<file path="src/sv/sumo_mode_fsm_with_timed_motor_queue_macros.svh">
// ----------------------------------------------------------------------------
// Sumo mode controller assertion macros
// Clocked, reset-qualified property checks used by the control RTL file.
// ----------------------------------------------------------------------------
`ifndef SUMO_MODE_FSM_WITH_TIMED_MOTOR_QUEUE_MACROS_SVH
`define SUMO_MODE_FSM_WITH_TIMED_MOTOR_QUEUE_MACROS_SVH

// Same-cycle implication, sampled on aclk, off while in reset.
`define SMQ_ASSERT_NOW(label, ante, cons, msg) \
    label: assert property (@(posedge aclk) disable iff (!aresetn) \
        (ante) |-> (cons)) else $error(msg);

// Next-cycle implication, sampled on aclk, off while in reset.
`define SMQ_ASSERT_NEXT(label, ante, cons, msg) \
    label: assert property (@(posedge aclk) disable iff (!aresetn) \
        (ante) |=> (cons)) else $error(msg);

`endif

</file>
<file path="src/sv/smq_pkg.sv">
// ----------------------------------------------------------------------------
// Sumo mode controller package
// Sizes, mode codes, timing constants, register map and shared types.
// ----------------------------------------------------------------------------
package smq_pkg;

    localparam int QUEUE_DEPTH = 8;
    localparam int QIDX_W      = $clog2(QUEUE_DEPTH);
    localparam int CNT_W       = $clog2(QUEUE_DEPTH + 1);
    // longest refill (survive with both edges) pushes four commands
    localparam int MAX_PUSH    = 4;

    localparam logic [1:0] MODE_SURVIVE = 2'd0;
    localparam logic [1:0] MODE_HUNT    = 2'd1;
    localparam logic [1:0] MODE_TARGET  = 2'd2;
    localparam logic [1:0] MODE_ATTACK  = 2'd3;

    localparam logic [8:0] REVERSE_MS = 9'd150;
    localparam logic [8:0] TURN_MS    = 9'd200;
    localparam logic [8:0] HUNT_MS    = 9'd250;
    localparam logic [8:0] ATTACK_MS  = 9'd300;
    localparam logic [8:0] PIVOT_MS   = 9'd400;
    localparam logic [8:0] ZERO_MS    = 9'd0;

    localparam logic signed [15:0] PIVOT_SPEED  = 16'sd16000;
    localparam logic signed [15:0] TARGET_SPEED = 16'sd19000;

    localparam logic [1:0] LED_OFF   = 2'd0;
    localparam logic [1:0] LED_ONE   = 2'd1;
    localparam logic [1:0] LED_TWO   = 2'd2;
    localparam logic [1:0] LED_BOTH  = 2'd3;

    // register map, index = paddr[4:2]
    localparam logic [2:0] REG_LINE_LEVEL          = 3'd0;
    localparam logic [2:0] REG_SIDE_DETECT_LEVEL   = 3'd1;
    localparam logic [2:0] REG_CENTER_DETECT_LEVEL = 3'd2;
    localparam logic [2:0] REG_CENTER_CLOSE_LEVEL  = 3'd3;
    localparam logic [2:0] REG_BACK_SPD            = 3'd4;
    localparam logic [2:0] REG_SPIN_SPD            = 3'd5;
    localparam logic [2:0] REG_CRUISE_SPD          = 3'd6;
    localparam logic [2:0] REG_CHARGE_SPD          = 3'd7;

    localparam logic [11:0] RST_LINE_LEVEL          = 12'd2800;
    localparam logic [11:0] RST_SIDE_DETECT_LEVEL   = 12'd1200;
    localparam logic [11:0] RST_CENTER_DETECT_LEVEL = 12'd1000;
    localparam logic [11:0] RST_CENTER_CLOSE_LEVEL  = 12'd2000;
    localparam logic [14:0] RST_BACK_SPD            = 15'd12000;
    localparam logic [14:0] RST_SPIN_SPD            = 15'd15000;
    localparam logic [14:0] RST_CRUISE_SPD          = 15'd17500;
    localparam logic [14:0] RST_CHARGE_SPD          = 15'd19999;

    typedef struct packed {
        logic [11:0] line_level;
        logic [11:0] side_detect_level;
        logic [11:0] center_detect_level;
        logic [11:0] center_close_level;
        logic [14:0] back_spd;
        logic [14:0] spin_spd;
        logic [14:0] cruise_spd;
        logic [14:0] charge_spd;
    } cfg_t;

    typedef struct packed {
        logic right_edge;
        logic left_edge;
        logic seen_l;
        logic seen_r;
        logic seen_c;
        logic close;
    } sense_t;

    typedef struct packed {
        logic signed [15:0] left;
        logic signed [15:0] right;
        logic [8:0]         len_ms;
    } cmd_t;

    typedef struct packed {
        logic               speed_update;
        logic signed [15:0] left_drive;
        logic signed [15:0] right_drive;
        logic [1:0]         mode;
        logic               led_one;
        logic               led_two;
        logic               queue_busy;
    } result_t;

endpackage

</file>
<file path="src/sv/smq_sense.sv">
// ----------------------------------------------------------------------------
// Sensor thresholding
// Turns the five ADC readings into edge and opponent flags.
// ----------------------------------------------------------------------------
module smq_sense
    import smq_pkg::*;
(
    input  logic [11:0] left_range,
    input  logic [11:0] right_range,
    input  logic [11:0] right_line,
    input  logic [11:0] left_line,
    input  logic [11:0] center_range,
    input  cfg_t        cfg,
    output sense_t      flags
);

    always_comb begin
        flags.right_edge = right_line < cfg.line_level;
        flags.left_edge  = left_line < cfg.line_level;
        flags.seen_l     = left_range >= cfg.side_detect_level;
        flags.seen_r     = right_range >= cfg.side_detect_level;
        flags.seen_c     = center_range >= cfg.center_detect_level;
        flags.close      = center_range >= cfg.center_close_level;
    end

endmodule

</file>
<file path="src/sv/smq_ctrl.sv">
// ----------------------------------------------------------------------------
// Mode machine and timed motor command queue
// Mode transitions, queue refill on mode entry and issue of one due command.
// ----------------------------------------------------------------------------
`include "sumo_mode_fsm_with_timed_motor_queue_macros.svh"

module smq_ctrl
    import smq_pkg::*;
(
    input  logic        aclk,
    input  logic        aresetn,
    input  logic        step,
    input  sense_t      flags,
    input  logic [31:0] now_ms,
    input  cfg_t        cfg,
    output result_t     res
);

    logic [1:0]       mode_reg, mode_next;
    logic [1:0]       led_reg, led_next;
    logic             running_reg, running_next;
    logic [CNT_W-1:0] cmd_count_reg, cmd_count_next;
    logic [CNT_W-1:0] cmd_pos_reg, cmd_pos_next;
    logic [31:0]      due_time_reg, due_time_next;
    cmd_t             queue_reg [QUEUE_DEPTH];

    logic             edge_any, seen_any;
    logic             go_survive, go_hunt, go_target, go_attack, entering;
    logic signed [15:0] rev_n, turn_p, turn_n, fwd_p, atk_p;
    cmd_t             turn_cmd, rev_cmd, fwd_cmd;
    cmd_t             new_cmd [MAX_PUSH];
    logic [CNT_W-1:0] new_count;
    logic             cur_running;
    logic [CNT_W-1:0] cur_pos, cur_count;
    logic [31:0]      cur_due;
    cmd_t             head;
    logic             upd;

    assign edge_any = flags.right_edge || flags.left_edge;
    assign seen_any = flags.seen_c || flags.seen_l || flags.seen_r;

    // transition decision, taken on the mode before this pass;
    // the last arm of each chain means the mode holds
    always_comb begin
        go_survive = 1'b0;
        go_hunt    = 1'b0;
        go_target  = 1'b0;
        go_attack  = 1'b0;
        unique case (mode_reg)
            MODE_SURVIVE: begin
                priority if (!running_reg) go_hunt = 1'b1;
                else if (edge_any)         go_survive = 1'b1;
                else                       go_hunt = 1'b0;
            end
            MODE_ATTACK: begin
                priority if (edge_any)   go_survive = 1'b1;
                else if (!seen_any)      go_hunt = 1'b1;
                else if (flags.seen_c)   go_target = 1'b1;
                else                     go_target = 1'b0;
            end
            MODE_TARGET: begin
                priority if (edge_any)   go_survive = 1'b1;
                else if (!seen_any)      go_hunt = 1'b1;
                else if (flags.close)    go_attack = 1'b1;
                else                     go_attack = 1'b0;
            end
            MODE_HUNT: begin
                priority if (edge_any) go_survive = 1'b1;
                else if (seen_any) begin
                    if (flags.close) go_attack = 1'b1;
                    else             go_target = 1'b1;
                end else if (!running_reg) go_hunt = 1'b1;
                else go_hunt = 1'b0;
            end
        endcase
    end

    assign entering = go_survive || go_hunt || go_target || go_attack;

    // speed registers are 15b magnitudes, never negative in 16b signed
    assign rev_n  = -signed'({1'b0, cfg.back_spd});
    assign turn_p = signed'({1'b0, cfg.spin_spd});
    assign turn_n = -turn_p;
    assign fwd_p  = signed'({1'b0, cfg.cruise_spd});
    assign atk_p  = signed'({1'b0, cfg.charge_spd});

    // right edge spins left: left wheel back, right wheel forward
    assign turn_cmd = flags.right_edge ? cmd_t'{turn_n, turn_p, TURN_MS}
                                       : cmd_t'{turn_p, turn_n, TURN_MS};
    assign rev_cmd  = '{rev_n, rev_n, REVERSE_MS};
    assign fwd_cmd  = '{fwd_p, fwd_p, REVERSE_MS};

    // refill list and mode-entry side effects
    always_comb begin
        for (int i = 0; i < MAX_PUSH; i++) begin
            new_cmd[i] = '0;
        end
        new_count = '0;
        mode_next = mode_reg;
        led_next  = led_reg;
        priority if (go_survive) begin
            mode_next = MODE_SURVIVE;
            if (flags.right_edge && flags.left_edge) begin
                led_next   = LED_BOTH;
                new_cmd[0] = turn_cmd;
                new_cmd[1] = rev_cmd;
                new_cmd[2] = turn_cmd;
                new_cmd[3] = fwd_cmd;
                new_count  = CNT_W'(4);
            end else begin
                led_next   = flags.right_edge ? LED_TWO : LED_ONE;
                new_cmd[0] = rev_cmd;
                new_cmd[1] = turn_cmd;
                new_cmd[2] = fwd_cmd;
                new_count  = CNT_W'(3);
            end
        end else if (go_hunt) begin
            mode_next  = MODE_HUNT;
            led_next   = LED_OFF;
            new_cmd[0] = '{fwd_p, fwd_p, HUNT_MS};
            new_count  = CNT_W'(1);
        end else if (go_target) begin
            mode_next = MODE_TARGET;
            led_next  = LED_OFF;
            priority if (flags.seen_l && !flags.seen_c)
                new_cmd[0] = '{PIVOT_SPEED, -PIVOT_SPEED, PIVOT_MS};
            else if (flags.seen_r && !flags.seen_c)
                new_cmd[0] = '{-PIVOT_SPEED, PIVOT_SPEED, PIVOT_MS};
            else
                new_cmd[0] = '{TARGET_SPEED, TARGET_SPEED, ZERO_MS};
            new_count = CNT_W'(1);
        end else if (go_attack) begin
            mode_next  = MODE_ATTACK;
            led_next   = LED_OFF;
            new_cmd[0] = '{atk_p, atk_p, ATTACK_MS};
            new_count  = CNT_W'(1);
        end else begin
            mode_next = mode_reg;
        end
    end

    // a fresh entry restarts the queue at now, so its head is due at once
    assign cur_running = entering ? 1'b1 : running_reg;
    assign cur_pos     = entering ? '0 : cmd_pos_reg;
    assign cur_count   = entering ? new_count : cmd_count_reg;
    assign cur_due     = entering ? now_ms : due_time_reg;
    assign head        = entering ? new_cmd[0] : queue_reg[cmd_pos_reg[QIDX_W-1:0]];

    always_comb begin
        upd            = 1'b0;
        running_next   = cur_running;
        cmd_pos_next   = cur_pos;
        due_time_next  = cur_due;
        cmd_count_next = cur_count;
        if (cur_running && (now_ms >= cur_due)) begin
            if (cur_pos < cur_count) begin
                upd           = 1'b1;
                due_time_next = cur_due + {23'd0, head.len_ms};
                cmd_pos_next  = cur_pos + CNT_W'(1);
            end else begin
                running_next = 1'b0;
            end
        end
    end

    always_comb begin
        res.speed_update = upd;
        res.left_drive   = upd ? head.left : '0;
        res.right_drive  = upd ? head.right : '0;
        res.mode         = mode_next;
        res.led_one      = led_next[0];
        res.led_two      = led_next[1];
        res.queue_busy   = running_next;
    end

    always_ff @(posedge aclk) begin
        if (!aresetn) begin
            mode_reg      <= MODE_SURVIVE;
            led_reg       <= LED_OFF;
            running_reg   <= 1'b0;
            cmd_count_reg <= '0;
            cmd_pos_reg   <= '0;
            due_time_reg  <= '0;
        end else if (step) begin
            mode_reg      <= mode_next;
            led_reg       <= led_next;
            running_reg   <= running_next;
            cmd_count_reg <= cmd_count_next;
            cmd_pos_reg   <= cmd_pos_next;
            due_time_reg  <= due_time_next;
        end
    end

    // queue payload, written only on mode entry
    always_ff @(posedge aclk) begin
        if (step && entering) begin
            for (int i = 0; i < MAX_PUSH; i++) begin
                queue_reg[i] <= new_cmd[i];
            end
        end
    end

    `SMQ_ASSERT_NOW(a_count_bound, 1'b1, cmd_count_reg <= CNT_W'(MAX_PUSH), "queue count overrun")
    `SMQ_ASSERT_NOW(a_pos_bound, 1'b1, cmd_pos_reg <= cmd_count_reg, "queue position past count")
    `SMQ_ASSERT_NEXT(a_upd_running, step && upd, running_reg, "update issued but queue idle")
    `SMQ_ASSERT_NEXT(a_idle_hold, !step, $stable(mode_reg) && $stable(due_time_reg), "state moved without item")

endmodule

</file>
<file path="src/sv/sumo_mode_fsm_with_timed_motor_queue.sv">
// ----------------------------------------------------------------------------
// Sumo mode controller with timed motor command queue
// Top level: input register, APB register file, control pass, result register.
// ----------------------------------------------------------------------------
// One item is one control-loop pass: five ADC readings plus the millisecond
// time. The block accepts one item per clock while s_ready is high and returns
// exactly one result item for each. The accepted item sits in the input
// register; the pass writes its result into the result register, which
// presents it on the m_ side, and it leaves at the first edge with m_ready
// high. The whole pass (thresholds, mode transition, queue refill and the
// issue of one due command) is combinational logic between those two
// registers, fed by the mode and queue state left by the previous item.
// s_ready drops only while both registers are full and m_ready is low. The
// queue holds 8 commands in flip-flops and needs no clearing after reset.
// Thresholds and speeds are written over APB at byte address 4*index and
// should change only while no item is in flight.
module sumo_mode_fsm_with_timed_motor_queue
    import smq_pkg::*;
(
    input  logic               aclk,
    input  logic               aresetn,
    // input channel
    input  logic               s_valid,
    output logic               s_ready,
    input  logic [11:0]        s_left_range,
    input  logic [11:0]        s_right_range,
    input  logic [11:0]        s_right_line,
    input  logic [11:0]        s_left_line,
    input  logic [11:0]        s_center_range,
    input  logic [31:0]        s_now_ms,
    // result channel
    output logic               m_valid,
    input  logic               m_ready,
    output logic               m_speed_update,
    output logic signed [15:0] m_left_drive,
    output logic signed [15:0] m_right_drive,
    output logic [1:0]         m_mode,
    output logic               m_led_one,
    output logic               m_led_two,
    output logic               m_queue_busy,
    // configuration
    input  logic               psel,
    input  logic               penable,
    input  logic               pwrite,
    input  logic [4:0]         paddr,
    input  logic [31:0]        pwdata,
    output logic [31:0]        prdata,
    output logic               pready
);

    cfg_t        cfg_reg;
    logic        in_valid_reg;
    logic [11:0] left_range_reg, right_range_reg, right_line_reg;
    logic [11:0] left_line_reg, center_range_reg;
    logic [31:0] now_ms_reg;
    logic        out_valid_reg;
    result_t     out_reg;

    logic        out_free;
    logic        step;
    logic        cfg_wr;
    logic [2:0]  cfg_idx;
    sense_t      flags;
    result_t     res;

    // ---------------- configuration registers ----------------
    assign pready  = 1'b1;
    assign cfg_wr  = psel && penable && pwrite;
    assign cfg_idx = paddr[4:2];

    always_ff @(posedge aclk) begin
        if (!aresetn) begin
            cfg_reg.line_level          <= RST_LINE_LEVEL;
            cfg_reg.side_detect_level   <= RST_SIDE_DETECT_LEVEL;
            cfg_reg.center_detect_level <= RST_CENTER_DETECT_LEVEL;
            cfg_reg.center_close_level  <= RST_CENTER_CLOSE_LEVEL;
            cfg_reg.back_spd            <= RST_BACK_SPD;
            cfg_reg.spin_spd            <= RST_SPIN_SPD;
            cfg_reg.cruise_spd          <= RST_CRUISE_SPD;
            cfg_reg.charge_spd          <= RST_CHARGE_SPD;
        end else if (cfg_wr) begin
            unique case (cfg_idx)
                REG_LINE_LEVEL:          cfg_reg.line_level          <= pwdata[11:0];
                REG_SIDE_DETECT_LEVEL:   cfg_reg.side_detect_level   <= pwdata[11:0];
                REG_CENTER_DETECT_LEVEL: cfg_reg.center_detect_level <= pwdata[11:0];
                REG_CENTER_CLOSE_LEVEL:  cfg_reg.center_close_level  <= pwdata[11:0];
                REG_BACK_SPD:            cfg_reg.back_spd            <= pwdata[14:0];
                REG_SPIN_SPD:            cfg_reg.spin_spd            <= pwdata[14:0];
                REG_CRUISE_SPD:          cfg_reg.cruise_spd          <= pwdata[14:0];
                REG_CHARGE_SPD:          cfg_reg.charge_spd          <= pwdata[14:0];
            endcase
        end
    end

    always_comb begin
        unique case (cfg_idx)
            REG_LINE_LEVEL:          prdata = {20'd0, cfg_reg.line_level};
            REG_SIDE_DETECT_LEVEL:   prdata = {20'd0, cfg_reg.side_detect_level};
            REG_CENTER_DETECT_LEVEL: prdata = {20'd0, cfg_reg.center_detect_level};
            REG_CENTER_CLOSE_LEVEL:  prdata = {20'd0, cfg_reg.center_close_level};
            REG_BACK_SPD:            prdata = {17'd0, cfg_reg.back_spd};
            REG_SPIN_SPD:            prdata = {17'd0, cfg_reg.spin_spd};
            REG_CRUISE_SPD:          prdata = {17'd0, cfg_reg.cruise_spd};
            REG_CHARGE_SPD:          prdata = {17'd0, cfg_reg.charge_spd};
        endcase
    end

    // ---------------- handshake ----------------
    // the pass runs whenever an item sits in the input register and the
    // result register is empty or being drained this cycle
    assign out_free = !out_valid_reg || m_ready;
    assign step     = in_valid_reg && out_free;
    assign s_ready  = !in_valid_reg || out_free;

    always_ff @(posedge aclk) begin
        if (!aresetn) begin
            in_valid_reg <= 1'b0;
        end else if (s_valid && s_ready) begin
            in_valid_reg <= 1'b1;
        end else if (step) begin
            in_valid_reg <= 1'b0;
        end
    end

    // input payload, no reset needed
    always_ff @(posedge aclk) begin
        if (s_valid && s_ready) begin
            left_range_reg   <= s_left_range;
            right_range_reg  <= s_right_range;
            right_line_reg   <= s_right_line;
            left_line_reg    <= s_left_line;
            center_range_reg <= s_center_range;
            now_ms_reg       <= s_now_ms;
        end
    end

    // ---------------- control pass ----------------
    smq_sense u_sense (
        .left_range   (left_range_reg),
        .right_range  (right_range_reg),
        .right_line   (right_line_reg),
        .left_line    (left_line_reg),
        .center_range (center_range_reg),
        .cfg          (cfg_reg),
        .flags        (flags)
    );

    smq_ctrl u_ctrl (
        .aclk    (aclk),
        .aresetn (aresetn),
        .step    (step),
        .flags   (flags),
        .now_ms  (now_ms_reg),
        .cfg     (cfg_reg),
        .res     (res)
    );

    // ---------------- result register ----------------
    always_ff @(posedge aclk) begin
        if (!aresetn) begin
            out_valid_reg <= 1'b0;
        end else if (step) begin
            out_valid_reg <= 1'b1;
        end else if (m_ready) begin
            out_valid_reg <= 1'b0;
        end
    end

    always_ff @(posedge aclk) begin
        if (step) begin
            out_reg <= res;
        end
    end

    assign m_valid        = out_valid_reg;
    assign m_speed_update = out_reg.speed_update;
    assign m_left_drive   = out_reg.left_drive;
    assign m_right_drive  = out_reg.right_drive;
    assign m_mode         = out_reg.mode;
    assign m_led_one      = out_reg.led_one;
    assign m_led_two      = out_reg.led_two;
    assign m_queue_busy   = out_reg.queue_busy;

endmodule

</file>
<file path="config.mk">
export PLATFORM = sky130hd
export DESIGN_NAME = sumo_mode_fsm_with_timed_motor_queue
export DESIGN_NICKNAME = d
export VERILOG_FILES = /design/src/sv/smq_pkg.sv /design/src/sv/smq_sense.sv /design/src/sv/smq_ctrl.sv /design/src/sv/sumo_mode_fsm_with_timed_motor_queue.sv
export VERILOG_INCLUDE_DIRS = /design/src /design/src/sv
export SDC_FILE = /design/constraint.sdc
export NUM_CORES = 1
export LEC_CHECK = 0
export BUFFER_PORTS_ARGS = -buffer_cell sky130_fd_sc_hd__buf_2
export CAP_MARGIN = 0
export CORE_UTILIZATION = 25
export DETAILED_ROUTE_END_ITERATION = 10
export SLEW_MARGIN = 20
export SYNTH_ARGS = -nofsm -noshare
export SYNTH_HDL_FRONTEND = slang
export SYNTH_SLANG_ARGS = --single-unit
</file>
<file path="constraint.sdc">
create_clock -name aclk -period 7.2 [get_ports aclk]
set_input_delay 1.44 -clock aclk [delete_from_list [all_inputs] [get_ports aclk]]
set_output_delay 1.44 -clock aclk [all_outputs]
set_load 0.005 [all_outputs]
</file>
==> impl_metrics.toml <==
[final_layout]
multi_input_area_sq_um = 10400
largest_reg_flops = 119
design_area_sq_um = 25500
drive_gt1_frac = 0.151
seqCellArea_sq_um = 10600
layout_common_cells = "nand2_1 (413), edfxtp_1 (248), a21oi_1 (242), nor2_1 (183), buf_2 (171)"
layout_commonest_cell = "nand2_1"
syn2layout_area_growth_pct = 15.8
postLayoutCoreUtil = 0.293
final_cell_count_no_fill = 3614
fin_nets = 2675
final.fill_count = 9127

[synth]
syn_area_sq_um = 22000
syn_inst = 2301
yosys-top-cells-area = "edfxtp_1 (34%), dfxtp_1 (14%), nand2_1 (7.0%)"
ys_warn_count = 0
synth_top_area_share = 0.338
ys_ff_latch = 405
syn_area_per_cell_sq_um = 9.57
yosysSeqAreaShare = 0.481
yosys.area.top_type = "edfxtp_1"
synth_edf_count = 248
ys_types = 77
ys.flop_type = "edfxtp_1"
async_flop_share = 0

[sta]
period_needed_ps = 6670
rsz0062_at_grt = "no"
finalHoldViolations = 0
tightest_slew_ps = 1070
hold_ws_ps = 458
max_freq_mhz = 150
skew_ps = 14.5
period_share = 0.926
setup_tns_ps = 0
slew_headroom = 0.283
setup_violations = 0
slew_viol_final = 0
worst_slack_ps = 531

[routing]
ant_nets = 0
drc = 0
drtPass1Iterations = 5
wire_per_inst_microns = 18.3
vias = 17531
vias_per_cell = 4.85
route.final.wire_length_mm = 66.2
dr.first_iter.drc_count = 1241

[clocking]
clock_latency_ps = 580
cts_buffers = 45
htreeDepth = 2
cts_resized = 0
path_clk_slew_ps = 60
clockBufferDepth = 3
cts_tree = "built"
cts-hold-fix-buffers = 0
cts_root_buf = "clkbuf_16"
post-cts-setup-buffers = 0
clock-sinks = 405

[floorplan]
fp.dieW_microns = 299
start_util = 0.253
coreArea_sq_um = 87000
num_io_pins = 209
placementRows = 108
fp.dieArea_sq_um = 89300
die_h_microns = 299

[placed_design]
place_congestion = 0.882
place_inst = 3526
place_hpwl_mm = 48.8
dp_slack_ps = 672
portBuffers = 171
placed_cell_area_sq_um = 24000

[global_route]
grt_pass1_vias = 16409
grt_pass1_wl_mm = 99.8
antenna_found_initial = 18
grt.total_usage = 0.144
grt_max_degree = 78
overflow = 0

[setup_path]
crit_arrival_ps = 7100
worst_path_max_delay_cell = "o21ai_1"
cp-start-kind = "register"
r2r_end = "u_ctrl.due_time_reg[15]$_SDFFE_PN0P_"
path_depth = 22
reg2reg_depth = 22
slowest_delay_ps = 830
endpoint_kind = "register"
cp.required_ps = 7630
worst-path-max-fanout = 52
startpoint = "cfg_reg[106]$_SDFFE_PN0P_"
worst-r2r-setup-slack_ps = 530
path_class = "reg2reg"
cp_top_family = "compound AO/OA/AOI/OAI gates"
worstPathCellList = "inv_1, ha_1, nand4_1, nor4_1, a21oi_1, a22o_1, nor3_2, a21boi_4, nand2_2, buf_12, mux2i_1, ha_1, nand4_1, nor4_1, and3_1, a211o_1, or3_1, nand3_1, o21ai_1, a21boi_0, xor2_1, o21ai_1"
endpoint = "u_ctrl.due_time_reg[15]$_SDFFE_PN0P_"
cp_num_buf_inv = 2
worstReg2RegStart = "cfg_reg[106]$_SDFFE_PN0P_"

[pwr]
p_total_mw = 6.12
power_density_nw_per_um2 = 240
ir_drop_mv = 0.185
p_leak_nw = 9.94

[flow_run]
drv_cap = 0

[run_status]
outcome = "complete, no violations"

[hold_path]
holdCritPathClass = "reg2reg"
where the power goes:
part	leakage, nW	internal (mW)	total [mW]	switching (mW)
registers	3.65	2.63	2.71	0.0725
logic	5.60	0.407	1.11	0.703
clock network	0.691	1.32	2.30	0.979
total	9.94	4.36	6.12	1.76
worst min path at each step:
stage               slack, ps  depth (start not counted)                                   to                           startpoint
finish                    460                          2  u_ctrl.due_time_reg[3]$_SDFFE_PN0P_  u_ctrl.due_time_reg[3]$_SDFFE_PN0P_
detailed placement        450                          2  u_ctrl.due_time_reg[3]$_SDFFE_PN0P_  u_ctrl.due_time_reg[3]$_SDFFE_PN0P_
global placement          440                          2  u_ctrl.due_time_reg[3]$_SDFFE_PN0P_  u_ctrl.due_time_reg[3]$_SDFFE_PN0P_
floorplan                 430                          2  u_ctrl.due_time_reg[2]$_SDFFE_PN0P_  u_ctrl.due_time_reg[2]$_SDFFE_PN0P_
CTS                       460                          2             cfg_reg[73]$_SDFFE_PN0P_             cfg_reg[73]$_SDFFE_PN0P_
global route              480                          2  u_ctrl.due_time_reg[3]$_SDFFE_PN0P_  u_ctrl.due_time_reg[3]$_SDFFE_PN0P_
worst reg2reg max path: stages (launching register included):
cell	delay, ps
dfxtp_1	460
inv_1	120
ha_1	310
nand4_1	130
nor4_1	330
a21oi_1	300
a22o_1	450
nor3_2	450
a21boi_4	100
nand2_2	110
buf_12	280
mux2i_1	430
ha_1	180
nand4_1	180
nor4_1	560
and3_1	240
a211o_1	100
or3_1	150
nand3_1	80
o21ai_1	830
a21boi_0	490
xor2_1	190
o21ai_1	70
kinds of logic (layout without fill, tap and decap cells):
family                   count (synthesis)  in the layout  share of synthesized area
multiplexers                            98             98                     0.0668
AO/OA/AOI/OAI                          491            491                      0.138
flip-flops                             405            405                      0.481
other                                    2             26                   0.000341
adder cells (fa/ha/maj)                121            121                     0.0691
buffers and inverters                  253            387                     0.0484
XOR/XNOR                                37             37                     0.0147
AND/OR/NAND/NOR                        894            894                      0.181
final cells by class:
class                           instances  share of cell area
Clock buffer                           61              0.0485
Multi-Input combinational cell       1660               0.409
Clock inverter                         20             0.00839
Inverter                               90              0.0133
Timing Repair Buffer                  216              0.0478
Tap cell                             1155              0.0567
Antenna cell                            7            0.000687
Sequential cell                       405               0.415
Yosys cell counts (38+ instances only):
master    number
a21oi_1      242
and3_1        42
clkbuf_1     107
dfxtp_1      157
edfxtp_1     248
ha_1         120
inv_1         88
mux2i_1       51
mux4_2        38
nand2_1      413
nand3_1       93
nor2_1       185
o21ai_0       56
layer usage:
| metal | track usage | up-vias | wire length (microns) |
|---|---|---|---|
| met5 | 0 | - | 120 |
| met4 | 0.0532 | 18 | 2210 |
| met3 | 0.0245 | 116 | 3740 |
| met2 | 0.234 | 543 | 30500 |
| met1 | 0.191 | 8349 | 29600 |
| li1 | - | 8505 | - |
No activity file was read; power rests on OpenSTA's default activity.
